**config.mk**
```make
export PLATFORM = sky130hd
export DESIGN_NAME = page_checksum_verifier
export DESIGN_NICKNAME = d
export VERILOG_FILES = /design/src/rtl/pcv_pkg.sv /design/src/rtl/pcv_core.sv /design/src/rtl/pcv_result_reg.sv /design/src/rtl/page_checksum_verifier.sv
export SDC_FILE = /design/constraint.sdc
export NUM_CORES = 1
export LEC_CHECK = 0
export ABC_AREA = 1
export BUFFER_PORTS_ARGS = -buffer_cell sky130_fd_sc_hd__buf_2
export CAP_MARGIN = 20
export CELL_PAD_IN_SITES_DETAIL_PLACEMENT = 1
export CELL_PAD_IN_SITES_GLOBAL_PLACEMENT = 1
export CORE_MARGIN = 5
export CORE_UTILIZATION = 40
export CTS_CLUSTER_SIZE = 28
export DETAILED_ROUTE_END_ITERATION = 10
export GPL_TIMING_DRIVEN = 0
export PLACE_DENSITY_LB_ADDON = 0.1
export SETUP_SLACK_MARGIN = 0.2
export SLEW_MARGIN = 20
export SYNTH_ARGS = -nofsm -noshare
export SYNTH_HDL_FRONTEND = slang
export SYNTH_SLANG_ARGS = --single-unit
```
**constraint.sdc**
```tcl
create_clock -name aclk -period 7.99 [get_ports aclk]
set_clock_uncertainty 0.15 [all_clocks]
set_input_delay 0.799 -clock aclk [delete_from_list [all_inputs] [get_ports aclk]]
set_output_delay 0.799 -clock aclk [all_outputs]
set_load 0.01 [all_outputs]
```
**src/rtl/pcv_pkg.sv**
```systemverilog
// ----------------------------------------------------------------------------
// pcv_pkg
// Shared types, constants and the fold-hash step for the page checksum
// verifier.
// ----------------------------------------------------------------------------
package pcv_pkg;

    // Page geometry
    localparam int MAX_PAGE_BYTES = 16384;
    localparam int POS_W          = $clog2(MAX_PAGE_BYTES);
    localparam int PAGE_W         = POS_W + 1;
    localparam logic [3:0] PAGE_LOG2_MIN = 4'd10;
    localparam logic [3:0] PAGE_LOG2_MAX = 4'd14;

    // Fixed byte offsets within the page
    localparam logic [POS_W-1:0] OFS_HDR_START   = POS_W'(4);
    localparam logic [POS_W-1:0] OFS_LSN_HIGH    = POS_W'(16);
    localparam logic [POS_W-1:0] OFS_LSN_LOW     = POS_W'(20);
    localparam logic [POS_W-1:0] OFS_ADLER_MID   = POS_W'(24);
    localparam logic [POS_W-1:0] OFS_HDR_END     = POS_W'(26);
    localparam logic [POS_W-1:0] OFS_ADLER_BODY  = POS_W'(34);
    localparam logic [POS_W-1:0] OFS_BODY_START  = POS_W'(38);

    // Hash and checksum constants
    localparam logic [31:0] FOLD_MASK_A = 32'd1463735687;
    localparam logic [31:0] FOLD_MASK_B = 32'd1653893711;
    localparam logic [16:0] ADLER_MOD   = 17'd65521;

    // Configuration register indexes
    typedef enum logic {
        CFG_COMPRESSED_MODE = 1'b0,
        CFG_PAGE_SIZE_LOG2  = 1'b1
    } cfg_index_t;

    localparam int CFG_DATA_W = 4;

    // Verdict codes
    typedef enum logic [2:0] {
        REASON_OK      = 3'd0,
        REASON_LSN     = 3'd1,
        REASON_OLD_SUM = 3'd2,
        REASON_NEW_SUM = 3'd3,
        REASON_ADLER   = 3'd4
    } reason_t;

    // One result transaction
    typedef struct packed {
        logic        page_ok;
        reason_t     fail_reason;
        logic [31:0] computed_sum;
        logic [31:0] stored_sum;
    } pcv_result_t;

    // f' = ((((f ^ b ^ B) << 8) + f) ^ A) + b, modulo 2^32
    function automatic logic [31:0] fold_step(input logic [31:0] f, input logic [7:0] b);
        logic [31:0] t;
        t = (f ^ {24'd0, b} ^ FOLD_MASK_B) << 8;
        return ((t + f) ^ FOLD_MASK_A) + {24'd0, b};
    endfunction

endpackage

```
**src/rtl/pcv_core.sv**
```systemverilog
// ----------------------------------------------------------------------------
// pcv_core
// Per-page accumulators: folds, Adler-32 sums, captured header and trailer
// words, and the verdict formed on the final byte of the page.
// ----------------------------------------------------------------------------
module pcv_core (
    input  logic                  aclk,
    input  logic                  aresetn,
    input  logic                  advance,
    input  logic [7:0]            data_byte,
    input  logic                  compressed_mode,
    input  logic [3:0]            page_size_log2,
    output logic                  is_last,
    output pcv_pkg::pcv_result_t  result
);
    import pcv_pkg::*;

    logic [POS_W-1:0] pos_reg, pos_next;
    logic [31:0]      old_fold_reg, old_fold_next;
    logic [31:0]      head_fold_reg, head_fold_next;
    logic [31:0]      body_fold_reg, body_fold_next;
    logic [15:0]      adler_low_reg, adler_low_next;
    logic [15:0]      adler_high_reg, adler_high_next;
    logic [31:0]      stored_word_reg, stored_word_next;
    logic [31:0]      lsn_high_reg, lsn_high_next;
    logic [31:0]      lsn_low_reg, lsn_low_next;
    logic [31:0]      trl_old_sum_reg, trl_old_sum_next;
    logic [31:0]      trl_lsn_reg, trl_lsn_next;

    logic [3:0]       size_log2;
    logic [POS_W-1:0] size_m1;
    logic             adler_en;
    logic [16:0]      low_sum, high_sum;
    logic [31:0]      fold_total;
    logic [31:0]      adler_total;
    reason_t          reason;

    // Effective page size, clamped to the supported range
    always_comb begin
        if (page_size_log2 < PAGE_LOG2_MIN) begin
            size_log2 = PAGE_LOG2_MIN;
        end else if (page_size_log2 > PAGE_LOG2_MAX) begin
            size_log2 = PAGE_LOG2_MAX;
        end else begin
            size_log2 = page_size_log2;
        end
        size_m1 = POS_W'((PAGE_W'(1) << size_log2) - PAGE_W'(1));
    end

    // Also covers a page size shrunk below the current position
    assign is_last = (pos_reg >= size_m1);

    // Adler-32 step, one byte
    assign adler_en = (pos_reg >= OFS_HDR_START && pos_reg < OFS_LSN_HIGH)
                   || pos_reg == OFS_ADLER_MID
                   || pos_reg == OFS_ADLER_MID + POS_W'(1)
                   || pos_reg >= OFS_ADLER_BODY;

    always_comb begin
        low_sum  = {1'b0, adler_low_reg} + {9'd0, data_byte};
        if (low_sum >= ADLER_MOD) begin
            low_sum = low_sum - ADLER_MOD;
        end
        high_sum = {1'b0, adler_high_reg} + low_sum;
        if (high_sum >= ADLER_MOD) begin
            high_sum = high_sum - ADLER_MOD;
        end
        if (adler_en) begin
            adler_low_next  = low_sum[15:0];
            adler_high_next = high_sum[15:0];
        end else begin
            adler_low_next  = adler_low_reg;
            adler_high_next = adler_high_reg;
        end
    end

    // Folds and captured words
    always_comb begin
        old_fold_next    = old_fold_reg;
        head_fold_next   = head_fold_reg;
        body_fold_next   = body_fold_reg;
        stored_word_next = stored_word_reg;
        lsn_high_next    = lsn_high_reg;
        lsn_low_next     = lsn_low_reg;
        trl_old_sum_next = trl_old_sum_reg;
        trl_lsn_next     = trl_lsn_reg;

        if (pos_reg < OFS_HDR_END) begin
            old_fold_next = fold_step(old_fold_reg, data_byte);
        end
        if (pos_reg >= OFS_HDR_START && pos_reg < OFS_HDR_END) begin
            head_fold_next = fold_step(head_fold_reg, data_byte);
        end
        if (pos_reg >= OFS_BODY_START && pos_reg <= size_m1 - POS_W'(8)) begin
            body_fold_next = fold_step(body_fold_reg, data_byte);
        end

        if (pos_reg < OFS_HDR_START) begin
            stored_word_next = {stored_word_reg[23:0], data_byte};
        end else if (pos_reg >= OFS_LSN_HIGH && pos_reg < OFS_LSN_LOW) begin
            lsn_high_next = {lsn_high_reg[23:0], data_byte};
        end else if (pos_reg >= OFS_LSN_LOW && pos_reg < OFS_ADLER_MID) begin
            lsn_low_next = {lsn_low_reg[23:0], data_byte};
        end

        if (pos_reg >= size_m1 - POS_W'(7) && pos_reg <= size_m1 - POS_W'(4)) begin
            trl_old_sum_next = {trl_old_sum_reg[23:0], data_byte};
        end else if (pos_reg >= size_m1 - POS_W'(3)) begin
            trl_lsn_next = {trl_lsn_reg[23:0], data_byte};
        end

        pos_next = pos_reg + POS_W'(1);
    end

    // Verdict for the final byte. The folds and the stored word are settled
    // well before the last byte; the Adler sums and the trailer LSN are not.
    assign fold_total  = head_fold_reg + body_fold_reg;
    assign adler_total = {adler_high_next, adler_low_next};

    always_comb begin
        if (compressed_mode) begin
            reason = (adler_total == stored_word_reg) ? REASON_OK : REASON_ADLER;
        end else begin
            priority if (trl_lsn_next != lsn_low_reg) begin
                reason = REASON_LSN;
            end else if (trl_old_sum_reg != lsn_high_reg
                         && trl_old_sum_reg != old_fold_reg) begin
                reason = REASON_OLD_SUM;
            end else if (stored_word_reg != 32'd0 && stored_word_reg != fold_total) begin
                reason = REASON_NEW_SUM;
            end else begin
                reason = REASON_OK;
            end
        end
        result.page_ok      = (reason == REASON_OK);
        result.fail_reason  = reason;
        result.computed_sum = compressed_mode ? adler_total : fold_total;
        result.stored_sum   = stored_word_reg;
    end

    // State registers; cleared at reset and after each page
    always_ff @(posedge aclk) begin
        if (!aresetn || (advance && is_last)) begin
            pos_reg         <= '0;
            old_fold_reg    <= '0;
            head_fold_reg   <= '0;
            body_fold_reg   <= '0;
            adler_low_reg   <= '0;
            adler_high_reg  <= '0;
            stored_word_reg <= '0;
            lsn_high_reg    <= '0;
            lsn_low_reg     <= '0;
            trl_old_sum_reg <= '0;
            trl_lsn_reg     <= '0;
        end else if (advance) begin
            pos_reg         <= pos_next;
            old_fold_reg    <= old_fold_next;
            head_fold_reg   <= head_fold_next;
            body_fold_reg   <= body_fold_next;
            adler_low_reg   <= adler_low_next;
            adler_high_reg  <= adler_high_next;
            stored_word_reg <= stored_word_next;
            lsn_high_reg    <= lsn_high_next;
            lsn_low_reg     <= lsn_low_next;
            trl_old_sum_reg <= trl_old_sum_next;
            trl_lsn_reg     <= trl_lsn_next;
        end
    end

endmodule

```
**src/rtl/pcv_result_reg.sv**
```systemverilog
// ----------------------------------------------------------------------------
// pcv_result_reg
// Output register holding one verdict until the receiver takes it.
// ----------------------------------------------------------------------------
module pcv_result_reg (
    input  logic                  aclk,
    input  logic                  aresetn,
    input  logic                  load,
    input  pcv_pkg::pcv_result_t  din,
    input  logic                  m_ready,
    output logic                  m_valid,
    output pcv_pkg::pcv_result_t  dout
);
    import pcv_pkg::*;

    logic        valid_reg, valid_next;
    pcv_result_t data_reg;

    // Valid flag: set on load, cleared when taken
    always_comb begin
        if (load) begin
            valid_next = 1'b1;
        end else if (m_ready) begin
            valid_next = 1'b0;
        end else begin
            valid_next = valid_reg;
        end
    end

    always_ff @(posedge aclk) begin
        if (!aresetn) begin
            valid_reg <= 1'b0;
        end else begin
            valid_reg <= valid_next;
        end
    end

    // Payload, no reset needed
    always_ff @(posedge aclk) begin
        if (load) begin
            data_reg <= din;
        end
    end

    assign m_valid = valid_reg;
    assign dout    = data_reg;

endmodule

```
**src/rtl/page_checksum_verifier.sv**
```systemverilog
// ----------------------------------------------------------------------------
// page_checksum_verifier
// Streams a database page one byte per transaction and reports one verdict
// per page: fold-hash header/trailer checks or an Adler-32 check.
// ----------------------------------------------------------------------------
// Usage:
//   s_valid/s_ready/s_data_byte carry page bytes in file order. After the
//   final byte of a page (page size from page_size_log2, clamped to 1 KiB to
//   16 KiB) one result transaction appears on m_valid/m_ready with page_ok,
//   fail_reason, computed_sum and stored_sum; then the next page starts.
//   cfg_valid/cfg_index/cfg_data write the two registers; cfg_ready is
//   always high. Write them only between pages or while the stream pauses.
// Timing:
//   One byte per cycle sustained unless a final byte waits for the result slot.
//   A byte is captured in the input register, then folded into the page state;
//   a page's final byte loads its verdict into the result register.
// Reset:
//   aresetn (synchronous, low) empties both registers, zeroes the page state
//   and sets compressed_mode = 0, page_size_log2 = 14.
// Stall:
//   While a result waits, bytes of the next page keep flowing; only the next
//   page's final byte holds in the input register, and s_ready drops once
//   that register is full.
// ----------------------------------------------------------------------------
module page_checksum_verifier (
    input  logic                                aclk,
    input  logic                                aresetn,
    // byte stream
    input  logic                                s_valid,
    output logic                                s_ready,
    input  logic [7:0]                          s_data_byte,
    // verdict
    output logic                                m_valid,
    input  logic                                m_ready,
    output logic                                m_page_ok,
    output logic [2:0]                          m_fail_reason,
    output logic [31:0]                         m_computed_sum,
    output logic [31:0]                         m_stored_sum,
    // configuration writes
    input  logic                                cfg_valid,
    output logic                                cfg_ready,
    input  pcv_pkg::cfg_index_t                 cfg_index,
    input  logic [pcv_pkg::CFG_DATA_W-1:0]      cfg_data
);
    import pcv_pkg::*;

    logic        compressed_mode_reg;
    logic [3:0]  page_size_log2_reg;
    logic        in_valid_reg;
    logic [7:0]  in_byte_reg;
    logic        advance;
    logic        is_last;
    logic        load;
    pcv_result_t core_result;
    pcv_result_t out_result;

    // Configuration registers
    assign cfg_ready = 1'b1;

    always_ff @(posedge aclk) begin
        if (!aresetn) begin
            compressed_mode_reg <= 1'b0;
            page_size_log2_reg  <= PAGE_LOG2_MAX;
        end else if (cfg_valid) begin
            unique case (cfg_index)
                CFG_COMPRESSED_MODE: compressed_mode_reg <= cfg_data[0];
                CFG_PAGE_SIZE_LOG2:  page_size_log2_reg  <= cfg_data[3:0];
                default: ;
            endcase
        end
    end

    // Input register; a final byte waits only if the result slot is busy
    assign advance = in_valid_reg && (!is_last || !m_valid || m_ready);
    assign load    = advance && is_last;
    assign s_ready = !in_valid_reg || advance;

    always_ff @(posedge aclk) begin
        if (!aresetn) begin
            in_valid_reg <= 1'b0;
        end else if (s_ready) begin
            in_valid_reg <= s_valid;
        end
    end

    always_ff @(posedge aclk) begin
        if (s_valid && s_ready) begin
            in_byte_reg <= s_data_byte;
        end
    end

    pcv_core u_core (
        .aclk            (aclk),
        .aresetn         (aresetn),
        .advance         (advance),
        .data_byte       (in_byte_reg),
        .compressed_mode (compressed_mode_reg),
        .page_size_log2  (page_size_log2_reg),
        .is_last         (is_last),
        .result          (core_result)
    );

    pcv_result_reg u_result (
        .aclk    (aclk),
        .aresetn (aresetn),
        .load    (load),
        .din     (core_result),
        .m_ready (m_ready),
        .m_valid (m_valid),
        .dout    (out_result)
    );

    assign m_page_ok      = out_result.page_ok;
    assign m_fail_reason  = out_result.fail_reason;
    assign m_computed_sum = out_result.computed_sum;
    assign m_stored_sum   = out_result.stored_sum;

    // Checks
    // A new verdict never overwrites one the receiver has not taken
    a_no_overwrite: assert property (@(posedge aclk) disable iff (!aresetn)
        load |-> (!m_valid || m_ready))
        else $error("verdict overwritten while pending");

    // page_ok agrees with the reason code
    a_ok_matches_reason: assert property (@(posedge aclk) disable iff (!aresetn)
        m_valid |-> (m_page_ok == (m_fail_reason == REASON_OK)))
        else $error("page_ok disagrees with fail_reason");

    // Input side backs up only when the input register holds a final byte
    a_ready_when_empty: assert property (@(posedge aclk) disable iff (!aresetn)
        !s_ready |-> (in_valid_reg && is_last))
        else $error("input stalled without a pending final byte");

    // A loaded verdict is presented on the next cycle
    a_load_shows: assert property (@(posedge aclk) disable iff (!aresetn)
        load |=> m_valid)
        else $error("loaded verdict not presented");

endmodule
```
# Yosys cells after proc, flatten, opt, wreduce, memory -nomap -nowiden
# Cells that the tools add are included.
# word_totals
reg_bits,385
in_bits,18
output_inout_bits,71
# classes
add_sub_neg,17
order_cmp,19
n_eq_ne,7
shifts,1
muxes,16
n_bitwise,12
n_reduce_logical,34
# ops
op,count
adder 32 bit,4
inequality test 32 bit,4
adder 32 x 8 -> 32 bit,3
two-way mux 32 bit,3
XOR 24 x 8 -> 24 bit,3
inverter 19 bit,3
"< comparator 14 x 5 -> 1 bit, second input constant",4
two-way mux 16 bit,3
greater-or-equal comparator 14 bit,3
inverter 12 bit,3
"greater-or-equal comparator 17 x 16 -> 1 bit, second input constant",2
== test 32 bit,1
nonzero test 32 bit,1
"== test 14 x 5 -> 1 bit, second input constant",2
"greater-or-equal comparator 14 x 5 -> 1 bit, second input constant",2
"greater-or-equal comparator 14 x 6 -> 1 bit, second input constant",2
<= comparator 14 bit,2
"subtractor 14 x 2 -> 14 bit, second input constant",2
"subtractor 14 x 3 -> 14 bit, second input constant",2
adder 16 x 17 -> 17 bit,1
adder 16 x 8 -> 17 bit,1
two-way mux 17 bit,1
"subtractor 17 x 16 -> 17 bit, second input constant",1
"subtractor 16 bit, second input constant",1
20 further kinds,52

# Depth between registers and ports, before layout
# depth
ltp_word,13
depth_mapped,46
mapped_depth_nobuf,44

# Modules after synthesis
# From an unflattened synthesis, not the netlist that was laid out.
# hier_totals
cells_unflattened,4164
hier_area_um2,28556.1
# modules_own_cells
module,n_inst,cells_each,area_each_um2
pcv_core,1,4043,25953.6
pcv_result_reg,1,74,2085.8
page_checksum_verifier,1,47,516.7

# Worst setup path before layout
# Ideal clock, no wire load.
# synth_timing
path_kind,reg-to-reg
start,register in_byte_reg[0]
end,"register u_result.data_reg, in the netlist u_result.dout[66] (data pin)"
setup_ps,270
t_arrival_ps,5192
t_required_ps,7570
path_slack_ps,2378
path_stages_with_launch,40
period_less_slack_ps,5612
path_cell_list,edfxtp_1 ha_1 fa_1 nand2_1 nand2_1 nand3_1 nand2_1 nand2_1 nand2_1 nor2_1 nand3_1 nor2_2 nand3_2 nand3_2 buf_6 xor2_2 ha_1 inv_1 [4 not listed] nand2_1 nand2_2 inv_2 nand3_2 nor2_1 nand2_1 nor2_4 nand4_4 buf_2 nand4_1 nand3_2 nand2_1 nand2_1 nand2_1 nor2_1 nand2_1 nor2_2 a31oi_1
# synth_lines
element,line,text
"start, declared",page_checksum_verifier.sv:50,logic [7:0] in_byte_reg;
"start signal, assigned",page_checksum_verifier.sv:88,in_byte_reg <= s_data_byte;
"end signal, assigned",pcv_result_reg.sv:41,data_reg <= din;
"end, declared",pcv_result_reg.sv:17,pcv_result_t data_reg;

==> flow_summary.json <==
{
  "topRoutingLayerUsed": "met4",
  "met1_length_um": 50420,
  "grt_antenna_before_repair": 0,
  "wl_per_cell_um": 20.27,
  "path_delay_family": "simple AND/OR/NAND/NOR gates",
  "clock-sinks": 385,
  "grt_first_pass_wirelength_um": 160400,
  "path_clk_slew_ps": 70,
  "core_area_um2": 70270,
  "wl_um": 105300,
  "holdPathEnd": "in_byte_reg[2]$_DFFE_PP_",
  "cts_tree": "yes",
  "ff2ff_path_depth": 40,
  "max-vdd-ir-drop_uv": 215.7,
  "totalPowerFinal_w": 0.005341,
  "post-route-drc-count": 0,
  "ant_nets": 0,
  "yosysUniqueCellTypes": 58,
  "multi_input_area_um2": 17700,
  "crit_arrival_ps": 7500,
  "dieArea_um2": 76470,
  "setup_ws_ps": 791.7,
  "regArea_um2": 8468,
  "power_density_nw_per_um2": 166.7,
  "slew_headroom_pct": 35.90,
  "place_ws_ps": 401.7,
  "setup_tns_ps": 0,
  "die_x_um": 276.5,
  "period_share_pct": 90.09,
  "cp.depth": 40,
  "start_util_pct": 40.44,
  "ys.flop_type": "dfxtp_1",
  "grt_max_degree": 38,
  "postSynthAreaPerCell_um2": 7.040,
  "dr.pass1.iters": 5,
  "row_count": 97,
  "clockBufferDepth": 3,
  "layout.nets": 4475,
  "drtIter0Drc": 1754,
  "leakage_nw": 14.92,
  "largest_reg_flops": 68,
  "worst-path-buf-inv": 4,
  "maxSlewViolCount": 0,
  "portBuffers": 87,
  "area_growth_pct": 12.74,
  "min_path_type": "input port to flip-flop",
  "yosysWarnings": 0,
  "grt_pass1_vias": 27480,
  "met3WireLength_um": 5466,
  "clockRootBuffer": "clkbuf_16",
  "status": "finished, final reports clean",
  "fillers": 9123,
  "crit_fanout": 10,
  "gp_congestion": 0.9036,
  "gr-total-overflow": 0,
  "vias_per_cell": 5.325,
  "tightest_slew_ps": 957.3,
  "vias": 27670,
  "worstHoldStart": "s_data_byte[2]",
  "clk_latency_ps": 630,
  "min_delay_path_depth": 1,
  "r2r_slack_ps": 790,
  "dp.final_hpwl_um": 84480,
  "drive_above_1_share_pct": 6.485,
  "crit_path_frequent_cell": "nand2_1",
  "critPathLaunch": "in_byte_reg[0]$_DFFE_PP_",
  "synth_edf_count": 76,
  "wl_met2_um": 46740,
  "cpPeakStageDelay_ps": 470,
  "ioPinCount": 89,
  "reg2reg_to": "u_result.dout[67]$_DFFE_PP_",
  "ys_seq_elements": 385,
  "syn_inst": 4036,
  "crit_type": "flip-flop to flip-flop",
  "async_reset_ff_share_pct": 0,
  "die_h_um": 276.5,
  "start_kind": "flip-flop",
  "grt_usage_pct": 26.32,
  "max_freq_mhz": 138.9,
  "cts_made_buffers": 48,
  "finalHoldViolCount": 0,
  "crit_required_ps": 8290,
  "htreeDepth": 2,
  "synth_area_um2": 28410,
  "cp-end-kind": "flip-flop",
  "finalCriticalPeriod_ps": 7198,
  "antenna_cells": 0,
  "drv_cap": 0,
  "final_common_cell": "nand2_1",
  "slowest_stage": "fa_1",
  "r2r_start": "in_byte_reg[0]$_DFFE_PP_",
  "rsz0062_at_grt": "no",
  "ys_seq_area_share_pct": 29.80,
  "setup_viol": 0,
  "mostFrequentLayoutCells": "nand2_1 (845), inv_1 (490), a21oi_1 (417)"
}
[cells in the mapped netlist (9+ instances only)]
cell	number	share of area (%)
o21ai_1	11	0.19
xor2_1	198	6.1
a21o_1	15	0.40
clkbuf_1	111	1.5
nand4_1	68	1.5
o21a_1	15	0.40
or2_2	21	0.46
dfxtp_1	309	22
o21ai_0	340	6.0
inv_1	491	6.5
edfxtp_1	76	8.0
a211oi_1	14	0.37
a21boi_0	10	0.26
ha_1	230	10
nand3b_1	10	0.26
a31oi_1	12	0.26
fa_1	9	0.63
nand3_1	235	4.1
o211ai_1	22	0.58
nor2_1	280	3.7
nand2_1	845	11
o21bai_1	25	0.66
a21oi_1	417	7.3
nor2_2	9	0.20
nor3_1	38	0.67
nor4_1	19	0.42
xnor2_1	110	3.4
[timing repair]
item,4_1_cts,5_1_grt
gates resized for setup,0,4
endpoints found under the hold margin,0,0
setup endpoints to repair,0,2
hold buffers,0,0
setup buffers,0,21
[stage by stage]
stage	instance area, um^2	std cells	hold WS (ps)	util (%)
4_1_cts	31760	5175	159.4	45.20
2_1_floorplan	28500	4059	274.9	-
3_5_place_dp	30140	5087	313.5	42.89
6_report	32040	5196	187.8	45.59
5_1_grt	32040	5196	181.7	45.59
3_3_place_gp	30110	5086	298.7	42.85
[final cells by class]
class                      count  share of cell area, %
buffer                       127                  1.582
clock buffer                  64                  4.257
clock inverter                24                 0.8202
inverter                     494                  5.796
multi-input combinational   3053                  55.25
sequential                   385                  26.43
tap                          940                  3.671
timing repair buffer         109                  2.187
[how the worst max path moves through the flow]
stage / to
after detailed placement: u_result.dout[67]$_DFFE_PP_
after global placement: u_result.dout[67]$_DFFE_PP_
after CTS: u_result.dout[67]$_DFFE_PP_
final: u_result.dout[67]$_DFFE_PP_
after floorplan: u_result.dout[66]$_DFFE_PP_
after global routing: u_result.dout[67]$_DFFE_PP_
[worst register-to-register path: cells and delay by family, from the launching register on]
kind | cells | cell delay, ps
XOR/XNOR | 2 | 530
AND/OR/NAND/NOR | 28 | 3340
buffers and inverters | 4 | 670
AO/OA/AOI/OAI | 2 | 500
adder cells (fa/ha/maj) | 4 | 1470
flip-flops | 1 | 420
[power by group]
part | switching, W | internal [W]
registers | 0.0000743 | 0.00203
logic | 0.000655 | 0.000343
clock network | 0.000958 | 0.00128
[kinds of logic (layout without fill, tap and decap cells)]
family / count (synthesis) / count (layout) / synth area share [%]
buf+inv: 621 / 818 / 8.305
compound gates: 908 / 908 / 17.30
xor+xnor: 316 / 316 / 10.02
fa+ha+maj: 239 / 239 / 10.76
simple gates: 1565 / 1565 / 23.79
flops: 385 / 385 / 29.80
other cells: 2 / 25 / 0.02643
[routing by layer]
metal  vias to the layer above  GRT usage (%)
met4                         0          6.531
met5                         -              0
met1                     13270          37.38
met3                       105          3.704
li1                      13790              -
met2                       509          42.40
No activity file was read; power rests on OpenSTA's default activity.
